## config.mk

```make
export PLATFORM = sky130hd
export DESIGN_NAME = czb_sqrt_cell
export DESIGN_NICKNAME = d
export VERILOG_FILES = /design/src/hdl/czb_sqrt_cell.sv
export SDC_FILE = /design/constraint.sdc
export NUM_CORES = 1
export LEC_CHECK = 0
export BUFFER_PORTS_ARGS = -buffer_cell sky130_fd_sc_hd__buf_2
export CAP_MARGIN = 20
export CORE_AREA = 2 2 94 105
export DETAILED_ROUTE_END_ITERATION = 8
export DIE_AREA = 0 0 96 107
export PLACE_DENSITY = 0.75
export SLEW_MARGIN = 20
export SYNTH_ARGS = -nofsm -noshare
export SYNTH_HDL_FRONTEND = slang
export SYNTH_SLANG_ARGS = --single-unit
```

## constraint.sdc

```tcl
create_clock -name clk_i -period 2.3 [get_ports clk_i]
set_clock_uncertainty 0.1 [all_clocks]
set_input_delay 0.115 -clock clk_i [delete_from_list [all_inputs] [get_ports clk_i]]
set_output_delay 0.115 -clock clk_i [all_outputs]
set_load 0.02 [all_outputs]
```

## src/hdl/czb_sqrt_cell.sv

```systemverilog
module czb_sqrt_cell #(
  parameter int QW  = 19,
  parameter int BIT = 0
) (
  input  logic              clk_i,
  input  logic              en_i,
  input  logic [2*QW-1:0]   n_i,
  input  logic [QW+1:0]     rem_i,
  input  logic [QW-1:0]     root_i,
  output logic [2*QW-1:0]   n_o,
  output logic [QW+1:0]     rem_o,
  output logic [QW-1:0]     root_o
);

  logic [QW+1:0] rem_sh, trial, rem_d;
  logic [QW-1:0] root_d;

  // restoring step: bring down two radicand bits, try root*4+1
  always_comb begin
    rem_sh = {rem_i[QW-1:0], n_i[2*BIT+1 -: 2]};
    trial  = {root_i, 2'b01};
    if (rem_sh >= trial) begin
      rem_d  = rem_sh - trial;
      root_d = {root_i[QW-2:0], 1'b1};
    end else begin
      rem_d  = rem_sh;
      root_d = {root_i[QW-2:0], 1'b0};
    end
  end

  always_ff @(posedge clk_i) begin
    if (en_i) begin
      n_o    <= n_i;
      rem_o  <= rem_d;
      root_o <= root_d;
    end
  end

endmodule

```

==> Word level (Yosys, flattened, before mapping) <==
Cells that the tools add are included.
Widths: inputs -> output; s select.
{ "word_totals": {"word_cells": 7, "out_inout_bits": 78, "in_bits": 80, "reg_bits": 78} }
{ "classes": {"addsub": 1, "magnitude_cmp": 1, "muxes": 2} }
{ "op_table": {"columns": ["operator", "count"], "rows": [
  ["$ge 21x21->1", 1],
  ["$mux 21", 1],
  ["$sub 21x21->21", 1],
  ["$mux 1", 1]
]} }

==> Longest topological paths before layout <==
{ "depth": {"depth_word": 2, "ltp_mapped": 13, "depth_no_buf": 9} }

==> Worst setup path after synthesis <==
No wires, ideal clock.
{ "synth_path": {"path_kind": "input -> register", "from": "input port root_i[0]", "to": "register rem_o[11], data pin", "cell_stages": 12, "arrival_ns": 2.018, "required_time_ns": 1.940, "setup_ns": 0.260, "setup_slack_ns": -0.078, "path_buffers": 3, "cell_sequence": "inv_1 ha_1 o21ai_1 a22oi_2 a21oi_2 o21a_1 buf_6 o21a_1 buf_6 inv_6 buf_12 mux2_4"} }
{ "synth_via": {"elab_chain_len": 2, "word_cells_on_any_way": 3, "classes_between": "1 x add/sub; 1 x order compare; 1 x mux"} }
{ "synth_rtl": {"columns": ["element", "line_no", "rtl"], "rows": [
  ["start, declared", "9", "input logic [QW-1:0] root_i,"],
  ["$sub 21x21->21 / $ge 21x21->1 (equally long branches)", "23, 22", null],
  ["$mux 21 (*)", "22", "if (rem_sh >= trial) begin"],
  ["via rem_d[11]", "15", "logic [QW+1:0] rem_sh, trial, rem_d;"],
  ["end signal, assigned", "34", "rem_o <= rem_d;"],
  ["end, declared", "11", "output logic [QW+1:0] rem_o,"]
]} }
The timed path passes the listed nets; every way through them passes the cells marked *.
A chain may end at the register's enable or synchronous reset.

==> Worst setup path in the final report <==
{ "layout_path": {"from": "input port rem_i[11]", "to": "register rem_o[20], data pin"} }
{ "layout_via": {"elab_chain_len": 2, "word_cells_on_any_way": 3, "classes_between": "1 x add/sub; 1 x order compare; 1 x mux"} }
{ "layout_rtl": {"columns": ["element", "line_no", "rtl"], "rows": [
  ["start, declared", "8", "input logic [QW+1:0] rem_i,"],
  ["$sub 21x21->21 / $ge 21x21->1 (equally long branches)", "23, 22", null],
  ["$mux 21 (*)", "22", null],
  ["via rem_d[20]", "15", null]
]} }
Marks and branches as above.

==> results_dict.tcl <==
set metrics [dict create \
    dr.pass1.iters 5 \
    antenna_left 0 \
    power_density_mw_per_mm2 641 \
    start_kind "input port" \
    synth_edf_count 78 \
    place_worst_setup_slack_ns -0.0895 \
    gp_congestion 0.875 \
    cts_setup_buffers 0 \
    path_delay_family "compound AO/OA/AOI/OAI gates" \
    syn_nets 399 \
    grt_antenna_before_repair 0 \
    grt_usage_pct 21.6 \
    drt-total-wl_microns 10800 \
    first_global_vias 3455 \
    synth_area_leaders "edfxtp_1 59%, ha_1 6.7%, mux2_4 2.7%, inv_1 2.5%, a21oi_1 1.9%" \
    slowest_delay_ns 0.35 \
    clkSinkCount 78 \
    postSynthAreaPerCell_sq_um 13.2 \
    synth.most_common_cell "edfxtp_1" \
    slowest_stage "a311oi_1" \
    hold_class "in2reg" \
    stdcell_count 692 \
    synth_common_cells "78 x edfxtp_1, 26 x inv_1, 21 x ha_1" \
    synth_top_area_share_pct 59.4 \
    fp.dieArea_sq_mm 0.0103 \
    crit_path_cell_trace "buf_2, ha_1, buf_4, a21oi_1, o21ai_0, a311oi_1, o21bai_1, a22o_1, o31ai_1" \
    remaining_drc_errors 0 \
    ios 158 \
    slew_viol_final 0 \
    final_area_sq_mm 0.00607 \
    tightest_slew_ns 0.484 \
    drive_above_1_share_pct 43.8 \
    grt.overflow.total 0 \
    synth_cells 298 \
    yosysTopAreaCell "edfxtp_1" \
    die-height_microns 107 \
    cp_max_fo 4 \
    totalPowerFinal_uw 3890 \
    vias_per_cell 4.88 \
    worstPathArrival_ns 2.10 \
    core-area_sq_mm 0.00921 \
    finalHoldViolCount 0 \
    clkSlewWorstSetupHoldPaths_ns 0.09 \
    layout.nets 671 \
    p_leak_uw 0.00271 \
    cp-end-kind "register" \
    fin_crit_sh_pct 88.5 \
    antennaDiodeCount 0 \
    dp_cells 611 \
    synth-seq-area-share_pct 59.4 \
    status "complete, no violations" \
    area_growth_pct 54.1 \
    rsz0062_at_grt "no" \
    max_cap_viol_count 0 \
    hpwl_microns 7660 \
    crit_required_ns 2.36 \
    worstPathBufferInverterCount 2 \
    period_minus_slack_ns 2.04 \
    htreeDepth 3 \
    critical_path_class "in2reg" \
    synthesis.area_sq_mm 0.00394 \
    clockRootBuffer "clkbuf_8" \
    wl_per_cell_microns 15.6 \
    placed_cell_area_sq_mm 0.00523 \
    grt_max_degree 36 \
    cts_made_buffers 9 \
    portBuffers 155 \
    drtIter0Drc 121 \
    ys_types 50 \
    rows 37 \
    tritoncts "yes" \
    cts_resized 0 \
    setup_ws_ns 0.264 \
    async_flop_share_pct 0 \
    maxSlewHeadroom_pct 67.7 \
    yosys_most_used_dff "edfxtp_1" \
    cts_buffer_depth 2 \
    grt_pass1_wl_microns 16800 \
    setup_viol 0 \
    max_freq_mhz 491 \
    start_util_pct 42.8 \
    via_count 3379 \
    vdd_drop_max_v 0.000266 \
    postSynthRegisterBits 78 \
    hold_buffers 65 \
    post-route-util_pct 65.9 \
    fp.dieW_microns 96 \
    yosys_warnings 0 \
]
==> cell families (layout without fill, tap and decap cells) <==
logic type	Yosys count	count (layout)	share of synthesized area, %
mux	14	14	4.57
compound gates	79	79	14.3
simple gates	54	54	6.92
flops	78	78	59.4
xor+xnor	13	13	2.89
fa+ha+maj	21	21	6.66
buf+inv	39	316	5.20
==> layout by cell type (no fill, tap or decap), types with 9 or more instances in the layout <==
| master | instances |
|---|---|
| buf_2 | 154 |
| edfxtp_1 | 78 |
| dlygate4sd3_1 | 65 |
| buf_4 | 53 |
| inv_1 | 24 |
| ha_1 | 18 |
| nand2_1 | 17 |
| a21oi_1 | 15 |
| o21ai_0 | 14 |
| o211ai_1 | 9 |
| nor2_1 | 9 |
| clkbuf_8 | 9 |
==> area by class of cell <==
type / count / area, sq um
Timing Repair Buffer: 273 / 1840
Inverter: 27 / 106
Sequential cell: 78 / 2340
Clock inverter: 7 / 72.6
Multi-Input combinational cell: 181 / 1440
Tap cell: 117 / 146
Clock buffer: 9 / 124
Fill cell: 721 / 3140
==> sequential cells by signal, indices dropped and copies added (netlist names) <==
name and flops:
n_o 38, root_o 19, rem_o 21
==> stage by stage <==
step,hold slack [ns],setup TNS [ns]
after detailed placement,0.193,-1.07
final,0.0104,0
after global routing,0.0162,0
after CTS,0.000859,0
after global placement,0.191,-0.617
after floorplan,0.114,0
==> final timing paths <==
kind | startpoint | endpoint | slack, ns | depth (start not counted)
min | rem_i[8] | rem_o[10]$_DFFE_PP_ | 0.01 | 3
max | rem_i[11] | rem_o[20]$_DFFE_PP_ | 0.26 | 9
==> metal layers <==
metal  part of all wire (%)  vias to the layer above  GRT usage, %
met5                      0                        -             0
met1                     41                     1596          25.4
met2                     51                      109          38.9
met4                    1.2                        0          6.22
met3                    6.1                        8          4.64
li1                       -                     1666             -
==> power breakdown <==
part           internal (uW)  switching [uW]  total, uW
combinational            517             591       1110
sequential              1730            32.7       1760
clock                    503             523       1030
total                   2750            1150       3890
==> tightest hold or removal path: stages <==
cell	delay [ns]
buf_2	0.09
o211ai_1	0.08
o21ai_0	0.07
Power figures use the tool's default switching activity.
