<file path="src/hdl/czb_pkg.sv">
package czb_pkg;

  localparam int COORD_BITS_DEF = 19;
  localparam int ANGLE_BITS_DEF = 16;
  localparam int ZONE_COUNT     = 4;

  localparam int RANGE_W   = 18;
  localparam int CNT_W     = 8;
  localparam int GLOB_W    = 10;
  localparam int ZONE_W    = 2;
  localparam int HEIGHT_W  = 19;
  localparam int SQ_W      = 2 * RANGE_W;
  localparam int NUM_W     = RANGE_W + CNT_W;
  localparam int CFG_W     = 32;
  localparam int CFG_IDX_W = 3;
  localparam int OUT_TDW   = 1 + ZONE_W + CNT_W + CNT_W + GLOB_W + HEIGHT_W;

  localparam int CORDIC_STEPS = 28;
  localparam int CORDIC_SCALE = 24;
  localparam int ACC_W        = 32;

  typedef enum logic [CFG_IDX_W-1:0] {
    REG_INNER,
    REG_ZONE2,
    REG_ZONE3,
    REG_ZONE4,
    REG_OUTER,
    REG_RINGS,
    REG_SECTORS
  } cfg_reg_e;

  // per-point bookkeeping that rides alongside the cell chains
  typedef struct packed {
    logic                       oor;
    logic [ZONE_W-1:0]          zone;
    logic [RANGE_W-1:0]         start;
    logic [RANGE_W-1:0]         span;
    logic                       span_ok;
    logic [CNT_W-1:0]           rings;
    logic [CNT_W-1:0]           sectors;
    logic [GLOB_W-1:0]          base;
    logic [HEIGHT_W-1:0]        height;
    logic                       y_zero;
    logic                       x_zero;
    logic                       upper;
    logic                       x_neg;
  } side_t;

  // atan(2^-i) in units of 2^-32 turn
  function automatic logic [ACC_W-1:0] atan_step(input int i);
    logic [ACC_W-1:0] v;
    unique case (i)
      0:  v = 32'd536870912;
      1:  v = 32'd316933406;
      2:  v = 32'd167458907;
      3:  v = 32'd85004756;
      4:  v = 32'd42667331;
      5:  v = 32'd21354465;
      6:  v = 32'd10679838;
      7:  v = 32'd5340245;
      8:  v = 32'd2670163;
      9:  v = 32'd1335087;
      10: v = 32'd667544;
      11: v = 32'd333772;
      12: v = 32'd166886;
      13: v = 32'd83443;
      14: v = 32'd41722;
      15: v = 32'd20861;
      16: v = 32'd10430;
      17: v = 32'd5215;
      18: v = 32'd2608;
      19: v = 32'd1304;
      20: v = 32'd652;
      21: v = 32'd326;
      22: v = 32'd163;
      23: v = 32'd81;
      24: v = 32'd41;
      25: v = 32'd20;
      26: v = 32'd10;
      27: v = 32'd5;
      default: v = '0;
    endcase
    return v;
  endfunction

endpackage

</file>
<file path="src/hdl/czb_cordic_cell.sv">
module czb_cordic_cell #(
  parameter int DW   = 46,
  parameter int STEP = 0
) (
  input  logic                          clk_i,
  input  logic                          en_i,
  input  logic signed [DW-1:0]          cx_i,
  input  logic signed [DW-1:0]          cy_i,
  input  logic [czb_pkg::ACC_W-1:0]     acc_i,
  output logic signed [DW-1:0]          cx_o,
  output logic signed [DW-1:0]          cy_o,
  output logic [czb_pkg::ACC_W-1:0]     acc_o
);

  logic signed [DW-1:0]         cx_d, cy_d, dx, dy;
  logic [czb_pkg::ACC_W-1:0]    acc_d;
  logic                         pos;

  // one vectoring rotation, floor shifts
  always_comb begin
    dx  = cy_i >>> STEP;
    dy  = cx_i >>> STEP;
    pos = !cy_i[DW-1] && (|cy_i);
    if (pos) begin
      cx_d  = cx_i + dx;
      cy_d  = cy_i - dy;
      acc_d = acc_i + czb_pkg::atan_step(STEP);
    end else begin
      cx_d  = cx_i - dx;
      cy_d  = cy_i + dy;
      acc_d = acc_i - czb_pkg::atan_step(STEP);
    end
  end

  always_ff @(posedge clk_i) begin
    if (en_i) begin
      cx_o  <= cx_d;
      cy_o  <= cy_d;
      acc_o <= acc_d;
    end
  end

endmodule

</file>
<file path="config.mk">
export PLATFORM = sky130hd
export DESIGN_NAME = czb_cordic_cell
export DESIGN_NICKNAME = d
export VERILOG_FILES = /design/src/hdl/czb_pkg.sv /design/src/hdl/czb_cordic_cell.sv
export SDC_FILE = /design/constraint.sdc
export NUM_CORES = 1
export LEC_CHECK = 0
export BUFFER_PORTS_ARGS = -buffer_cell sky130_fd_sc_hd__buf_2
export CORE_MARGIN = 5
export CORE_UTILIZATION = 59
export CTS_BUF_LIST = sky130_fd_sc_hd__clkbuf_4
export CTS_CLUSTER_SIZE = 25
export DETAILED_ROUTE_END_ITERATION = 8
export PLACE_DENSITY = 0.95
export SETUP_SLACK_MARGIN = 0.4
export SLEW_MARGIN = 10
export SYNTH_ARGS = -nofsm -noshare
export SYNTH_HDL_FRONTEND = slang
export SYNTH_SLANG_ARGS = --single-unit
</file>
<file path="constraint.sdc">
create_clock -name clk_i -period 4.18 [get_ports clk_i]
set_clock_uncertainty 0.1 [all_clocks]
set_input_delay 0.418 -clock clk_i [delete_from_list [all_inputs] [get_ports clk_i]]
set_output_delay 0.418 -clock clk_i [all_outputs]
set_load 0.02 [all_outputs]
</file>
======== Yosys cells after proc, flatten, opt, wreduce, memory -nomap -nowiden ========
Index checks and enable logic that the tools add are counted.
operators by class
  add/sub/neg operators ................... 5
  multiplexer cells ....................... 3
  reduce and logical (&&, ||, !) cells .... 3
operators by type and width
  cell                      count
  $mux W46                  2
  $sub A46 B46 Y46          2
  $add A46 B46 Y46          1
  $reduce_or A46 Y1         1
  $add A32 B30 Y32 const B  1
  $mux W32                  1
  $sub A32 B30 Y32 const B  1
  $logic_and A1 B1 Y1       1
  $logic_not A1 Y1          1
storage, ports and cells
  register bits ........................... 124
  input port bits ......................... 126
  output and inout port bits .............. 124

======== Longest topological paths before layout ========
  word-level depth ........................ 3
  gate-level depth with buffers ........... 13

======== Worst setup path before layout ========
OpenSTA, ideal clock, no wires.
  kind .................................... input-to-reg
  start point ............................. input cx_i[30]
  end point ............................... register cx_o[44] (data pin)
  setup time .............................. 0.266 ns
  data arrival time ....................... 2.743 ns
  data required time ...................... 3.814 ns
  path slack .............................. 1.070 ns
  stages on the path ...................... 12
  path buffers ............................ 1
  cells stage by stage .................... inv_1 ha_1 buf_6 or4_4 or3_4 nor2_4 o21ai_2 o211ai_4 o211ai_2 a211oi_4 o21ai_0 nor4b_4
on the way
  longest elaborated chain between the ends .. 2
  elaborated cells on any way between the ends .. 3
  those cells by class .................... 2 x add/sub; 1 x mux
RTL lines
  item                                                         line                                          source
  start: declaration                                           czb_cordic_cell.sv:7                          input logic signed [DW-1:0] cx_i,
  $sub A46 B46 Y46 / $add A46 B46 Y46 (equally long branches)  czb_cordic_cell.sv:29, czb_cordic_cell.sv:25
  $mux W46 (*)                                                 czb_cordic_cell.sv:24                         if (pos) begin
  named net cx_d[44]                                           czb_cordic_cell.sv:15                         logic signed [DW-1:0] cx_d, cy_d, dx, dy;
  end signal: assignment                                       czb_cordic_cell.sv:37                         cx_o <= cx_d;
  end: declaration                                             czb_cordic_cell.sv:10                         output logic signed [DW-1:0] cx_o,
The timed path passes the listed nets; every way through them passes the cells marked *.
A chain may end at the register's enable or synchronous reset.

======== Worst setup path after layout ========
  start point ............................. input cx_i[7]
  end point ............................... register cy_o[44] (data pin)
on the way
  longest elaborated chain between the ends .. 2
  elaborated cells on any way between the ends .. 3
  those cells by class .................... 2 x add/sub; 1 x mux
RTL lines
  item                                                         line                                          source
  $add A46 B46 Y46 / $sub A46 B46 Y46 (equally long branches)  czb_cordic_cell.sv:30, czb_cordic_cell.sv:26
  $mux W46 (*)                                                 czb_cordic_cell.sv:24
  named net cy_d[44]                                           czb_cordic_cell.sv:15
  end signal: assignment                                       czb_cordic_cell.sv:38                         cy_o <= cy_d;
  end: declaration                                             czb_cordic_cell.sv:11                         output logic signed [DW-1:0] cy_o,
Marked as above.

==> impl_results.md <==
- Outcome: completed
- Cell taking the most area after synthesis: edfxtp_1
- Final total power: 0.00482 W
- Worst VDD drop: 0.000192 V
- Synthesized area: 12800 µm²
- IO Port Bufs: 249
- Post-synth top flop: edfxtp_1
- Seq pwr share: 34.5%
- Post-synthesis xor/xnor area fraction: 5.88%
- I/O pin cnt: 250
- Post-CTS Setup Bufs: 0
- Post-DP HPWL: 38500 µm
- Psw: 0.00204 W
- Gate power share: 44.4%
- Fraction of registers with async set/reset: 0%
- Routed length per placed instance: 23.5 µm
- Number of synthesized flops with an enable pin: 123
- H-tree depth: 4
- DR pass1 iterations: 7
- Clk Tree Root Cell: clkbuf_4
- Die footprint: 24800 µm²
- Area of the core: 21600 µm²
- Worst Hold Class: in -> reg
- CP Capture Type: flip-flop
- Via count: 13407
- Int Pwr: 0.00278 W
- Hold Violations, Final: 0
- Complex-gate fraction of the synthesized area: 27.1%
- Main combinational cell family by area after synthesis: compound AO/OA/AOI/OAI gates
- CP arrival: 3.78 ns
- Post-synth cell types: 90
- Ratio of cells with drive above 1 in the final layout: 20.9%
- DP Worst Slack: 0.204 ns
- Final Max Tran Viols: 0
- Mapped Cells: 1496
- Mapped Nets: 1776
- Area of the multi-input gates: 8210 µm²
- Routability cong.: 1.05
- Die Width: 157 µm
- Post-layout util: 69.8%
- Fillers: 1745
- Post-route clock period utilization: 85.5%
- Vias in the first global route: 12897
- CTS Buffer Depth: 2
- Placed Area: 14500 µm²
- Final setup violating endpoints: 0
- Avg Cell Area, Syn: 8.56 µm²
- GRT overflow: 0
- Worst Setup Start Kind: primary input
- Adder-cell share of the synthesized area: 15.3%
- Largest net degree at the start of global routing: 64
- Starting density of the core: 59.2%
- First-pass GRT wire length: 73900 µm
- Reg clk slew, reported paths: 0.15 ns
- Post-Layout Inst Area: 15100 µm²
- Switching share of power: 42.3%
- 1st-iter DRT viols: 1795
- Syn. warnings: 0
- Maximum operating frequency: 280 MHz
- Die H: 157 µm
- Maximum fanout along the worst path: 10
- Critical path endpoint: cy_o[44]$_DFFE_PP_
- CP Launch Point: cx_i[7]
- Clock power share: 21.1%
- Initial antenna violation count: 2
- Max_cap viols: 0
- RSZ-0062 raised after global routing: false
- Post-route ant nets: 0
- Post-synthesis mux area share: 1.65%
- CTS Sinks: 123
- Fin crit period: 3.57 ns
- Total CTS buffers: 17
- Residual DRC count: 0
- Layout area overhead: 17.9%
- Register Area: 3690 µm²
- PwrDens: 319 nW/µm²
- Via density: 6.47
- Critical path required time: 4.39 ns
- Register area share after synthesis: 28.8%
- Post-synth top area share: 28.8%
- Total wire length: 48700 µm
- LEAKAGE: 6.71 nW
- GRT Total Usage: 38.4%
- Slew headroom: 40.9%
- CTS tree: built
- Setup_tns: 0 ns
- Slew @ Worst Pin: 0.886 ns
- Synthesized flop and latch total: 123
- Synth Area in Simple Gates: 14.1%
- Num rows: 54
- Worst Path Class, Setup: in -> reg
- Nets: 2059
- Worst Setup Slack, final: 0.608 ns
- Ranking of synthesized cells by area: edfxtp_1 29%, ha_1 15%, a21oi_1 7.1%
## Yosys cell counts, drive strengths merged (13+ instances only)
library cell,instances
a211oi,20
a21o,34
a21oi,183
a31oi,13
buf,43
clkbuf,22
edfxtp,123
ha,150
inv,146
mux2i,20
nand2,87
nand2b,16
nand3,15
nand4,29
nor2,115
nor2b,15
nor3,35
nor4,21
o211ai,26
o21a,17
o21ai,115
o21bai,31
o31ai,16
or3,16
xnor2,77
## timing repair
| item | 4_1_cts | 5_1_grt |
|---|---|---|
| resized for setup | 0 | 0 |
| hold buffers | 29 | 0 |
| hold endpoints to repair | 29 | 0 |
| setup endpoints to repair | 0 | 0 |
## registers in the layout, indices dropped and copies added (netlist names)
| register | count |
|---|---|
| acc_o | 32 |
| cx_o | 46 |
| cy_o | 45 |
## cells by family (layout without fill, tap and decap cells)
logic type               Yosys count  in the layout
adder cells (fa/ha/maj)          154            154
XOR/XNOR                          86             86
other                              0              1
AND/OR/NAND/NOR                  369            369
multiplexers                      21             21
AO/OA/AOI/OAI                    529            529
flip-flops                       123            123
buffers and inverters            214            510
## critical path, stage by stage
cell	delay [ns]
buf_2	0.12
inv_1	0.05
ha_1	0.45
a21o_1	0.25
o41ai_1	0.73
buf_4	0.24
o311ai_1	0.11
buf_4	0.18
a41o_1	0.27
buf_4	0.17
a211oi_1	0.38
mux2i_1	0.28
nand3_1	0.11
## power groups by stage
stage	combinational (W)	sequential, W	clock (W)
after global placement	0.00202	0.00168	0
final	0.00214	0.00166	0.00102
after CTS	0.00208	0.00166	0.00102
after global routing	0.00227	0.00167	0.00109
after detailed placement	0.00204	0.00169	0
after floorplan	0.00107	0.00192	0
## how the worst min path moves through the flow
stage,end,from,depth (start not counted)
2_1_floorplan,acc_o[0]$_DFFE_PP_,acc_i[0],0
3_3_place_gp,acc_o[4]$_DFFE_PP_,acc_i[4],1
3_5_place_dp,acc_o[3]$_DFFE_PP_,acc_i[3],1
4_1_cts,acc_o[29]$_DFFE_PP_,acc_i[29],2
5_1_grt,acc_o[29]$_DFFE_PP_,acc_i[29],2
6_report,acc_o[29]$_DFFE_PP_,acc_i[29],2
## final cells by class
cell class,count,area share (%)
Antenna cell,1,0.0166
Clock buffer,18,0.895
Clock inverter,14,1.24
Inverter,149,3.71
Multi-Input combinational cell,1159,54.4
Sequential cell,123,24.5
Tap cell,280,2.32
Timing Repair Buffer,329,13.0
## metal layers
metal  vias to the layer above  routed length, µm  track usage, %  part of all wire (%)
li1                       6004                  -               -                     -
met3                       139               5770            8.66                    12
met5                         -                  8               0                 0.016
met4                         2               1780            12.4                   3.7
met1                      6238              19300            51.6                    40
met2                      1024              21900            61.8                    45
## through the flow
| step | hold slack [ns] | cells |
|---|---|---|
| floorplan | 0.417 | 1496 |
| global route | 0.00535 | 2073 |
| detailed placement | 0.496 | 2011 |
| CTS | 0.0217 | 2072 |
| finish | 0.0357 | 2073 |
| global placement | 0.494 | 2011 |
## layout by cell type (no fill, tap or decap), drive strengths merged, types with 11 or more instances in the layout
| cell | instances |
|---|---|
| a221oi | 11 |
| nor3 | 35 |
| nor2b | 15 |
| clkbuf | 18 |
| buf | 300 |
| xnor2 | 77 |
| a21o | 34 |
| o31ai | 16 |
| nand2 | 87 |
| dlygate4sd3 | 29 |
| inv | 152 |
| mux2i | 20 |
| nand4 | 29 |
| a211oi | 20 |
| edfxtp | 123 |
| nand2b | 16 |
| ha | 150 |
| o21a | 17 |
| or3 | 16 |
| nor4 | 21 |
| o211ai | 26 |
| nand3 | 15 |
| nor2 | 115 |
| a21oi | 183 |
| o21ai | 115 |
| o21bai | 31 |
| a31oi | 13 |
Power figures use the tool's default switching activity.
