<file path="src/hdl/czb_pkg.sv">
package czb_pkg;

  localparam int COORD_BITS_DEF = 19;
  localparam int ANGLE_BITS_DEF = 16;
  localparam int ZONE_COUNT     = 4;

  localparam int RANGE_W   = 18;
  localparam int CNT_W     = 8;
  localparam int GLOB_W    = 10;
  localparam int ZONE_W    = 2;
  localparam int HEIGHT_W  = 19;
  localparam int SQ_W      = 2 * RANGE_W;
  localparam int NUM_W     = RANGE_W + CNT_W;
  localparam int CFG_W     = 32;
  localparam int CFG_IDX_W = 3;
  localparam int OUT_TDW   = 1 + ZONE_W + CNT_W + CNT_W + GLOB_W + HEIGHT_W;

  localparam int CORDIC_STEPS = 28;
  localparam int CORDIC_SCALE = 24;
  localparam int ACC_W        = 32;

  typedef enum logic [CFG_IDX_W-1:0] {
    REG_INNER,
    REG_ZONE2,
    REG_ZONE3,
    REG_ZONE4,
    REG_OUTER,
    REG_RINGS,
    REG_SECTORS
  } cfg_reg_e;

  // per-point bookkeeping that rides alongside the cell chains
  typedef struct packed {
    logic                       oor;
    logic [ZONE_W-1:0]          zone;
    logic [RANGE_W-1:0]         start;
    logic [RANGE_W-1:0]         span;
    logic                       span_ok;
    logic [CNT_W-1:0]           rings;
    logic [CNT_W-1:0]           sectors;
    logic [GLOB_W-1:0]          base;
    logic [HEIGHT_W-1:0]        height;
    logic                       y_zero;
    logic                       x_zero;
    logic                       upper;
    logic                       x_neg;
  } side_t;

  // atan(2^-i) in units of 2^-32 turn
  function automatic logic [ACC_W-1:0] atan_step(input int i);
    logic [ACC_W-1:0] v;
    unique case (i)
      0:  v = 32'd536870912;
      1:  v = 32'd316933406;
      2:  v = 32'd167458907;
      3:  v = 32'd85004756;
      4:  v = 32'd42667331;
      5:  v = 32'd21354465;
      6:  v = 32'd10679838;
      7:  v = 32'd5340245;
      8:  v = 32'd2670163;
      9:  v = 32'd1335087;
      10: v = 32'd667544;
      11: v = 32'd333772;
      12: v = 32'd166886;
      13: v = 32'd83443;
      14: v = 32'd41722;
      15: v = 32'd20861;
      16: v = 32'd10430;
      17: v = 32'd5215;
      18: v = 32'd2608;
      19: v = 32'd1304;
      20: v = 32'd652;
      21: v = 32'd326;
      22: v = 32'd163;
      23: v = 32'd81;
      24: v = 32'd41;
      25: v = 32'd20;
      26: v = 32'd10;
      27: v = 32'd5;
      default: v = '0;
    endcase
    return v;
  endfunction

endpackage

</file>
<file path="src/hdl/czb_div_cell.sv">
module czb_div_cell #(
  parameter int BIT = 0
) (
  input  logic                          clk_i,
  input  logic                          en_i,
  input  logic                          ok_i,
  input  logic [czb_pkg::NUM_W-1:0]     rem_i,
  input  logic [czb_pkg::RANGE_W-1:0]   den_i,
  input  logic [czb_pkg::CNT_W-1:0]     quo_i,
  output logic                          ok_o,
  output logic [czb_pkg::NUM_W-1:0]     rem_o,
  output logic [czb_pkg::RANGE_W-1:0]   den_o,
  output logic [czb_pkg::CNT_W-1:0]     quo_o
);

  logic [czb_pkg::NUM_W-1:0] sub;
  logic [czb_pkg::NUM_W-1:0] rem_d;
  logic [czb_pkg::CNT_W-1:0] quo_d;

  always_comb begin
    sub   = czb_pkg::NUM_W'(den_i) << BIT;
    rem_d = rem_i;
    quo_d = quo_i;
    if (rem_i >= sub) begin
      rem_d      = rem_i - sub;
      quo_d[BIT] = 1'b1;
    end
  end

  always_ff @(posedge clk_i) begin
    if (en_i) begin
      ok_o  <= ok_i;
      rem_o <= rem_d;
      den_o <= den_i;
      quo_o <= quo_d;
    end
  end

endmodule

</file>
<file path="config.mk">
export PLATFORM = sky130hd
export DESIGN_NAME = czb_div_cell
export DESIGN_NICKNAME = d
export VERILOG_FILES = /design/src/hdl/czb_pkg.sv /design/src/hdl/czb_div_cell.sv
export SDC_FILE = /design/constraint.sdc
export NUM_CORES = 1
export LEC_CHECK = 0
export ABC_AREA = 0
export ABC_CLOCK_PERIOD_IN_PS = 3900
export BUFFER_PORTS_ARGS = -buffer_cell sky130_fd_sc_hd__buf_2
export CORE_UTILIZATION = 52
export CTS_BUF_LIST = sky130_fd_sc_hd__clkbuf_8
export CTS_CLUSTER_SIZE = 10
export DETAILED_ROUTE_END_ITERATION = 10
export PLACE_DENSITY_LB_ADDON = 0.1
export REMOVE_ABC_BUFFERS = 1
export SLEW_MARGIN = 20
export SYNTH_ARGS = -nofsm -noshare
export SYNTH_HDL_FRONTEND = slang
export SYNTH_SLANG_ARGS = --single-unit
</file>
<file path="constraint.sdc">
create_clock -name clk_i -period 3.9 [get_ports clk_i]
set_input_delay 0.78 -clock clk_i [delete_from_list [all_inputs] [get_ports clk_i]]
set_output_delay 0.78 -clock clk_i [all_outputs]
set_load 0.01 [all_outputs]
</file>
After elaboration in Yosys (flattened, before gate mapping)
Cells that the tools add are included.
{"block": "totals", "reg_bits": 53, "in_bits": 55, "out_inout_bits": 53, "wordCells": 8}
{"block": "classes", "n_addsub": 1, "order_cmp": 1, "n_mux": 1}
{"cell": "$ge 26x18->1", "n": 1}
{"cell": "$mux 26", "n": 1}
{"cell": "$sub 26x18->26", "n": 1}

Longest topological paths before layout
Gate-level depths: netlist of run 1.
{"block": "logic_depth", "depth_word": 2, "mapped_depth": 12, "ltp_nobuf": 10}

Worst setup path after synthesis of run 1
No wires, ideal clock.
{"block": "synth_path", "kind": "input to register", "startpoint": "in rem_i[0] in the netlist's numbering", "endpoint": "reg rem_o[22] in the netlist's numbering (data pin)", "setup_time_ns": 0.258, "arrival_ns": 2.846, "required_ns": 3.642, "slack_ns": 0.797, "stages": 10, "path_buffers": 0, "cell_sequence": "inv_1 ha_1 inv_1 fa_1 a21oi_1 o21ai_1 a2111oi_0 nor3_1 or3_1 xnor2_1"}
{"block": "synth_via", "elab_chain_len": 2, "word_cells_on_any_way": 3, "classes_between": "add/sub: 1; order compare: 1; mux: 1"}
{"item": "start: declaration", "line_no": "czb_div_cell.sv:7", "source": "input logic [czb_pkg::NUM_W-1:0] rem_i,"}
{"item": "$sub 26x18->26 / $ge 26x18->1 (equally long branches)", "line_no": "czb_div_cell.sv:25, czb_div_cell.sv:24"}
{"item": "$mux 26 *", "line_no": "czb_div_cell.sv:24", "source": "if (rem_i >= sub) begin"}
{"item": "named net rem_d (one bit)", "line_no": "czb_div_cell.sv:17", "source": "logic [czb_pkg::NUM_W-1:0] rem_d;"}
{"item": "end signal: assignment", "line_no": "czb_div_cell.sv:33", "source": "rem_o <= rem_d;"}
{"item": "end: declaration", "line_no": "czb_div_cell.sv:11", "source": "output logic [czb_pkg::NUM_W-1:0] rem_o,"}
Mark *: on every way through the listed nets, which the timed path passes. The rest lies on a longest branch.
A chain may end at the register's enable or synchronous reset.

Worst setup path after layout of run 1
Same ends and word-level chain as after synthesis.

==> impl_metrics.json, run 1 <==
{
  "status": "finished, final reports clean",
  "pre_cts_ws_ns": 0.3713,
  "final_hold_viol_count": 0,
  "fin_hold_ws_ns": 0.6375,
  "synthCells": 283,
  "initial_core_util_pct": 54.98,
  "drive_gt1_share_pct": 33.08,
  "antenna_cells": 0,
  "worstMarginPinSlew_ns": 0.6737,
  "cts.path.max_buffers": 2,
  "portBuffers": 107,
  "io-pin-count": 108,
  "path_cells": "buf_2, inv_1, ha_1, inv_1, fa_1, a21oi_1, o21ai_1, nor2_1, o41a_4, or3_1, xnor2_1",
  "cp-end-kind": "flip-flop",
  "slowest_delay_ns": 0.65,
  "place_hpwl_mm": 4.757,
  "drv_cap": 0,
  "fin_tns_setup_ns": 0,
  "antenna_found_initial": 0,
  "layout.nets": 463,
  "slowest_stage": "o41a_4",
  "die_area_um2": 6241,
  "drc_errors": 0,
  "grt_pass1_wl_mm": 10.34,
  "hold_class": "input pin to flip-flop",
  "cts_hold_buf": 0,
  "synth_area_per_cell_um2": 10.89,
  "slew_violations": 0,
  "grt_setup_unrepaired": "false",
  "vias": 2516,
  "leakagePower_nw": 1.636,
  "cp_common_cell": "inv_1",
  "dpl_cell_area_um2": 3682,
  "setup_ws_ns": 0.6552,
  "area_delta_synth_final_pct": 22.61,
  "grt_pass1_vias": 2308,
  "design_area_um2": 3780,
  "synthDistinctLibCells": 41,
  "placementRows": 27,
  "slew_headroom_pct": 55.09,
  "fin_util_pct": 67.40,
  "final_cell_mix": "106 x buf_2, 53 x edfxtp_1, 29 x a21oi_1, 24 x inv_1, 22 x nand2_1",
  "post_cts_buffers": 0,
  "critPathRequiredTime_ns": 3.96,
  "detail-route-antenna-nets": 0,
  "clkTransAtPathRegs_ns": 0.10,
  "wl_mm": 6.289,
  "path_max_fanout": 21,
  "mostFrequentLayoutCell": "buf_2",
  "startpoint_type": "input pin",
  "powerDensity_nw_per_um2": 366.9,
  "core_area_um2": 5608,
  "post-route-period-util_pct": 83.20,
  "seq_area_um2": 1592,
  "cp_top_family": "compound AO/OA/AOI/OAI gates",
  "viasPerCell": 5.446,
  "yosysWarnings": 0,
  "grt_max_degree": 54,
  "max_freq_mhz": 308.2,
  "place.gp.congestion": 0.8328,
  "fill_cells": 455,
  "wl_per_cell_um": 13.61,
  "cts_resized": 0,
  "cts_root_buffer": "clkbuf_8",
  "dieWidth_um": 79,
  "crit_buf_inv": 3,
  "overflow": 0,
  "seq_area_frac_synth_pct": 51.62,
  "critPathKind": "input pin to flip-flop",
  "die_h_um": 79,
  "cts.sinks": 53,
  "arrival_ns": 3.31,
  "multi_input_area_um2": 1360,
  "drtIter0Drc": 136,
  "period_minus_slack_ns": 3.245,
  "grtUsageTotal_pct": 21.06,
  "cts_max_level": 2,
  "ir_drop_mv": 0.1735,
  "cts_tree": "yes",
  "numCtsBuffers": 5,
  "firstDrtPassIters": 4,
  "syn-cell-area_um2": 3083,
  "ys_seq_elements": 53,
  "finalSetupViolCount": 0
}
layout make-up:
| cell class | instances | share of cell area [%] |
|---|---|---|
| Clock buffer | 5 | 1.821 |
| Clock inverter | 3 | 0.6951 |
| Multi-Input combinational cell | 196 | 35.98 |
| Sequential cell | 53 | 42.11 |
| Tap cell | 72 | 2.383 |
| Timing Repair Buffer | 109 | 14.63 |
| Inverter | 24 | 2.383 |
where the power goes:
group	total (mW)	internal (mW)	switching, mW
registers	0.717	0.704	0.0134
logic	0.347	0.149	0.198
clock network	0.322	0.131	0.191
final timing paths:
| kind | from | end | depth (start not counted) |
|---|---|---|---|
| worst min-delay path | quo_i[2] | quo_o[2] | 1 |
| worst max-delay path | rem_i[0] | rem_o[22] | 11 |
sequential cells by signal (all words and copies together) (netlist names):
name	count
den_o	18
quo_o	8
rem_o	26
ok_o	1
synth_stat cells, drive strengths merged:
cell	count	area share, %
edfxtp	53	52
a21oi	29	4.7
inv	24	2.9
nand2	22	2.7
nor2	19	2.3
ha	18	7.3
o21ai	18	2.9
xor2	12	3.4
xnor2	11	3.1
clkbuf	8	0.97
nor3	7	1.6
a21o	6	1.5
nand2b	6	1.2
nand4	5	1.0
nor2b	5	1.0
nor4	5	1.6
or3	4	0.97
a2111oi	3	1.1
nand3	3	0.49
o211ai	3	0.73
or2	3	0.61
a211oi	2	0.49
a31oi	2	0.41
and2	2	0.41
buf	2	0.73
o21a	2	0.49
a311o	1	0.32
a41o	1	0.32
fa	1	0.65
mux2	1	0.37
nor4bb	1	0.32
o22ai	1	0.20
o41a	1	0.69
o41ai	1	0.53
or3b	1	0.28
routing by layer:
layer | global-route usage, % | share of wire [%]
met1 | 27.48 | 45
met2 | 35.00 | 46
met3 | 4.138 | 6.7
met4 | 7.091 | 1.9
met5 | 0 | 0
per-stage QoR:
stage               power, mW  cells
floorplan              0.9410    273
global placement        1.071    454
detailed placement      1.076    454
CTS                     1.398    462
global route            1.457    462
finish                  1.387    462
logic make-up (layout without fill, tap and decap cells):
logic type	after synthesis	count (layout)	synth area share, %
AOI/OAI and AO/OA	70	70	14.33
buffers and inverters	34	141	4.627
muxes	1	1	0.3652
adders and majority gates	19	19	7.955
xor gates and xnor gates	23	23	6.534
DFF	53	53	51.62
and+or+nand+nor	83	83	14.57
Note: power is estimated with default switching activity, not from simulation.
==> run 2, diff against run 1 <==
--- a/config.mk
+++ b/config.mk
@@ -6,7 +6,7 @@
 export NUM_CORES = 1
 export LEC_CHECK = 0
 export ABC_AREA = 0
-export ABC_CLOCK_PERIOD_IN_PS = 3900
+export ABC_CLOCK_PERIOD_IN_PS = 3300
 export BUFFER_PORTS_ARGS = -buffer_cell sky130_fd_sc_hd__buf_2
 export CORE_UTILIZATION = 52
 export CTS_BUF_LIST = sky130_fd_sc_hd__clkbuf_8
==> constraint.sdc (replaced) <==
create_clock -name clk_i -period 3.3 [get_ports clk_i]
set_input_delay 0.66 -clock clk_i [delete_from_list [all_inputs] [get_ports clk_i]]
set_output_delay 0.66 -clock clk_i [all_outputs]
set_load 0.01 [all_outputs]
==> run 2 against run 1 <==
Critical path depth unchanged. Worst hold slack worse by 0.12 ns. Clock power up 39%. Cell area grew 2.2%. Highest routed layer unchanged. Largest cell class unchanged. Sequential power rose by 18%. Flip-flop and latch count unchanged. Critical path type unchanged.
==> impl_metrics.json, run 2 (synthesized netlist as in run 1, its figures left out) <==
{
  "dp_cells": 463,
  "core_area_um2": 5608,
  "viasPerCell": 5.329,
  "vias": 2510,
  "cts.sinks": 53,
  "numCtsBuffers": 5,
  "instances_no_fill": 471,
  "place.gp.congestion": 0.8527,
  "wl_per_cell_um": 14.91,
  "cp-end-kind": "flip-flop",
  "fin_hold_ws_ns": 0.5209,
  "swShare_pct": 27.86,
  "cts_resized": 0,
  "mostFrequentLayoutCell": "buf_2",
  "wl_mm": 7.023,
  "post-route-period-util_pct": 89.91,
  "drc_errors": 0,
  "cts.path.max_buffers": 2,
  "period_minus_slack_ns": 2.967,
  "drv_cap": 0,
  "die_area_um2": 6241,
  "final_cell_mix": "107 x buf_2, 53 x edfxtp_1, 29 x a21oi_1, 25 x inv_1, 22 x nand2_1",
  "path_max_fanout": 4,
  "firstDrtPassIters": 4,
  "pre_cts_ws_ns": -0.01894,
  "detail-route-antenna-nets": 0,
  "cts_hold_buf": 0,
  "worstMarginPinSlew_ns": 0.6794,
  "io-pin-count": 108,
  "final_hold_viol_count": 0,
  "grt_setup_unrepaired": "false",
  "grtUsageTotal_pct": 23.08,
  "critPathRequiredTime_ns": 3.37,
  "post_cts_buffers": 0,
  "drtIter0Drc": 126,
  "fin_util_pct": 68.85,
  "max_freq_mhz": 337.0,
  "grt_pass1_wl_mm": 11.12,
  "clkTransAtPathRegs_ns": 0.10,
  "top_register": "rem_o",
  "slew_violations": 0,
  "critPathKind": "input pin to flip-flop",
  "cts_tree": "yes",
  "placementRows": 27,
  "setup_ws_ns": 0.3328,
  "cts_root_buffer": "clkbuf_8",
  "initial_core_util_pct": 54.98,
  "cts_max_level": 2,
  "ir_drop_mv": 0.2544,
  "portBuffers": 107,
  "status": "finished, final reports clean",
  "drive_gt1_share_pct": 34.34,
  "whs_path_depth": 1,
  "hold_class": "input pin to flip-flop",
  "power.switching_uw": 479.3,
  "powerDensity_nw_per_um2": 445.6,
  "place_hpwl_mm": 5.462,
  "top_regs": "rem_o (26), den_o (18), quo_o (8)",
  "leakagePower_nw": 1.690,
  "area_delta_synth_final_pct": 25.24,
  "overflow": 0,
  "clkPwrFrac_pct": 25.9,
  "p_int_mw": 1.241,
  "finalSetupViolCount": 0,
  "die_h_um": 79,
  "startpoint_type": "input pin",
  "antenna_found_initial": 0,
  "seq_power_share_pct": 49.3,
  "slew_headroom_pct": 54.55,
  "p_comb_share_pct": 24.8,
  "layout.nets": 472,
  "antenna_cells": 0,
  "grt_max_degree": 29,
  "arrival_ns": 3.04,
  "hold_end": "ok_o",
  "min_from": "ok_i",
  "dieWidth_um": 79,
  "grt_pass1_vias": 2382,
  "largest_reg_flops": 26
}
-- run 2: cell types whose count changed in the layout (fill, tap and decap cells not counted) --
cell | previous run | this run
buf_4 | 3 | 11
buf_2 | 106 | 107
bufinv_16 | 0 | 1
clkinv_4 | 2 | 1
inv_1 | 24 | 25
inv_6 | 1 | 0
-- run 2: per-layer routing --
| layer | part of all wire, % | GRT usage [%] | wire [µm] | vias to the layer above |
|---|---|---|---|---|
| li1 | - | - | - | 1264 |
| met5 | 0 | 0 | 0 | - |
| met3 | 5.4 | 3.218 | 378 | 2 |
| met4 | 0.34 | 6.364 | 24 | 0 |
| met1 | 46 | 31.25 | 3226 | 1158 |
| met2 | 48 | 38.71 | 3393 | 86 |
-- run 2: power groups by stage --
stage	logic, mW	registers (mW)	clock network (mW)
5_1_grt	0.471	0.856	0.467
4_1_cts	0.427	0.850	0.454
3_3_place_gp	0.418	0.862	0
3_5_place_dp	0.425	0.864	0
2_1_floorplan	0.204	0.908	0
6_report	0.426	0.849	0.446
-- run 2: worst max-delay path, stage by stage --
cell and delay, ns:
buf_2 0.11, inv_1 0.06, ha_1 0.16, inv_1 0.05
fa_1 0.41, a21oi_1 0.22, o21ai_1 0.15, a2111oi_0 0.52
nor3_1 0.19, or3_1 0.39, xnor2_1 0.13
-- run 2: layout make-up --
type	instances	area (µm²)
repair buffers	118	618.1
flip-flops and latches	53	1592
multi-input cells	196	1360
fillers	463	1747
clock inverters	3	42.54
clock buffers	5	68.82
inverters	24	90.09
well taps	72	90.09
-- run 2: how the worst max path moves through the flow --
stage / to / start / cells past startpoint / slack [ns]
floorplan: rem_o[13] / rem_i[0] / 9 / -0.15
CTS: rem_o[22] / rem_i[0] / 11 / 0.31
finish: rem_o[22] / rem_i[0] / 11 / 0.33
global route: rem_o[22] / rem_i[0] / 11 / 0.07
global placement: rem_o[22] / rem_i[0] / 11 / 0.09
detailed placement: rem_o[22] / rem_i[0] / 11 / -0.02
-- run 2: metrics by stage --
step | setup TNS, ns | area, µm² | total power, mW
after floorplan | -0.1532 | 3030 | 1.112
after global placement | 0 | 3750 | 1.281
after detailed placement | -0.01894 | 3750 | 1.289
after CTS | 0 | 3861 | 1.731
after global routing | 0 | 3861 | 1.794
final | 0 | 3861 | 1.720
==> run 3, diff against run 2 <==
--- a/config.mk
+++ b/config.mk
@@ -10,10 +10,11 @@
 export BUFFER_PORTS_ARGS = -buffer_cell sky130_fd_sc_hd__buf_2
 export CORE_UTILIZATION = 52
 export CTS_BUF_LIST = sky130_fd_sc_hd__clkbuf_8
-export CTS_CLUSTER_SIZE = 10
+export CTS_CLUSTER_SIZE = 8
 export DETAILED_ROUTE_END_ITERATION = 10
 export PLACE_DENSITY_LB_ADDON = 0.1
 export REMOVE_ABC_BUFFERS = 1
+export SETUP_SLACK_MARGIN = 0.4
 export SLEW_MARGIN = 20
 export SYNTH_ARGS = -nofsm -noshare
 export SYNTH_HDL_FRONTEND = slang
==> run 3 against run 2 <==
Count of clock-buffer cells in the layout did not move. Utilization rose by 0.40 points. First-iteration DRC count rose by 19%. Sequential share of layout area shrank 0.24 points. Cell area is 0.58% higher. Non-clock buffer count stayed put. Flip-flop and latch count unchanged. Critical path depth is the same. Combinational power rose by 2%. Worst hold slack is essentially flat. Clock power about the same.
==> impl_metrics.json, run 3 (synthesized netlist as in run 1, its figures left out) <==
{
  "cts.sinks": 53,
  "final_hold_viol_count": 0,
  "slew_violations": 0,
  "largest_reg_flops": 26,
  "drv_cap": 0,
  "critPathRequiredTime_ns": 3.37,
  "grt_max_degree": 29,
  "top_register": "rem_o",
  "place_hpwl_mm": 5.462,
  "drive_gt1_share_pct": 35.34,
  "status": "finished, final reports clean",
  "vias": 2526,
  "wl_per_cell_um": 14.90,
  "die_area_um2": 6241,
  "cts_root_buffer": "clkbuf_8",
  "cp-end-kind": "flip-flop",
  "portBuffers": 107,
  "p_comb_share_pct": 25.1,
  "post-route-period-util_pct": 85.38,
  "swShare_pct": 27.87,
  "area_delta_synth_final_pct": 25.97,
  "grt_pass1_vias": 2382,
  "grtUsageTotal_pct": 23.10,
  "grt_util_met3_pct": 3.218,
  "slew_headroom_pct": 56.32,
  "drtIter0Drc": 150,
  "antenna_found_initial": 0,
  "placementRows": 27,
  "leakagePower_nw": 1.694,
  "worstSetupStartpoint": "rem_i[0]",
  "detail-route-antenna-nets": 0,
  "period_minus_slack_ns": 2.818,
  "gr-usage-met1_pct": 31.33,
  "dieWidth_um": 79,
  "critPathKind": "input pin to flip-flop",
  "overflow": 0,
  "finalSetupViolCount": 0,
  "grt_pass1_wl_mm": 11.13,
  "cts_tree": "yes",
  "wl_mm": 7.020,
  "layout.nets": 472,
  "hold_class": "input pin to flip-flop",
  "numCtsBuffers": 5,
  "path_max_fanout": 12,
  "top_regs": "rem_o (26), den_o (18), quo_o (8)",
  "worstMarginPinSlew_ns": 0.6530,
  "firstDrtPassIters": 4,
  "grt_setup_unrepaired": "true",
  "clkPwrFrac_pct": 25.7,
  "clkTransAtPathRegs_ns": 0.10,
  "critPathCapture": "rem_o[22]",
  "grt.busiest_layer": "met2",
  "seq_power_share_pct": 49.2,
  "design_area_um2": 3884,
  "p_int_mw": 1.244,
  "final_cell_mix": "107 x buf_2, 53 x edfxtp_1, 29 x a21oi_1, 25 x inv_1, 22 x nand2_1",
  "viasPerCell": 5.363,
  "initial_core_util_pct": 54.98,
  "power.switching_uw": 480.7,
  "startpoint_type": "input pin",
  "io-pin-count": 108,
  "grtUsageMet2_pct": 38.71,
  "dpl_cell_area_um2": 3750,
  "drc_errors": 0,
  "antenna_cells": 0,
  "arrival_ns": 2.89,
  "cts_max_level": 2,
  "powerDensity_nw_per_um2": 444.2,
  "ir_drop_mv": 0.2544,
  "mostFrequentLayoutCell": "buf_2",
  "cts.path.max_buffers": 2,
  "power.total_mw": 1.725,
  "place.gp.congestion": 0.8527,
  "die_h_um": 79,
  "dp_cells": 463,
  "core_area_um2": 5608,
  "instances_no_fill": 471,
  "max_freq_mhz": 354.9,
  "cts_hold_buf": 0
}
[run 3: cell types whose count changed in the layout (fill, tap and decap cells not counted)]
cell and change:
nor4bb_2 +1, o21ai_2 +1, nor4bb_1 -1, a2111oi_0 -2, o21ai_0 -1, a2111oi_2 +2
[run 3: through the flow]
step	util [%]	setup TNS [ns]	hold slack (ns)	setup WS (ns)
floorplan	-	-0.1532	0.7589	-0.1532
global placement	66.87	0	0.8361	0.08568
detailed placement	66.87	-0.01894	0.8389	-0.01894
CTS	68.88	0	0.5148	0.4044
global route	69.25	0	0.5120	0.3479
finish	69.25	0	0.5213	0.4823
[run 3: layout make-up]
class / instances / area (µm²)
multi-input combinational: 196 / 1383
tap: 72 / 90.09
clock buffer: 5 / 68.82
inverter: 24 / 90.09
fill: 460 / 1724
timing repair buffer: 118 / 618.1
clock inverter: 3 / 42.54
sequential: 53 / 1592
[run 3: worst min path at each step]
stage / from / endpoint / slack, ns / depth (start not counted)
floorplan: den_i[0] / den_o[0] / 0.76 / 0
global placement: quo_i[1] / quo_o[1] / 0.84 / 1
detailed placement: quo_i[1] / quo_o[1] / 0.84 / 1
CTS: quo_i[1] / quo_o[1] / 0.51 / 1
global route: quo_i[2] / quo_o[2] / 0.51 / 1
finish: quo_i[1] / quo_o[1] / 0.52 / 1
[run 3: what timing repair did]
action	CTS	global route
setup endpoints to repair	1	14
pin swaps	0	1
buffers inserted	0	0
resized for setup	1	6
[run 3: power groups by stage]
stage,registers (mW),logic [mW],clock network (mW)
floorplan,0.908,0.204,0
global placement,0.862,0.418,0
detailed placement,0.864,0.425,0
CTS,0.850,0.427,0.454
global route,0.856,0.478,0.467
finish,0.849,0.433,0.443
[run 3: worst max-delay path, cell delays in order]
cell and delay, ns:
buf_2 0.09, inv_1 0.04, ha_1 0.20, inv_1 0.07, fa_1 0.21, a21oi_1 0.12
o21ai_2 0.23, nor2_1 0.13, o41a_4 0.60, or3_1 0.41, xnor2_1 0.13
[run 3: metal layers]
layer / vias to the layer above / share of wire (%)
li1: 1260 / -
met1: 1171 / 46
met2: 87 / 48
met3: 8 / 5.5
met4: 0 / 1.1
met5: - / 0
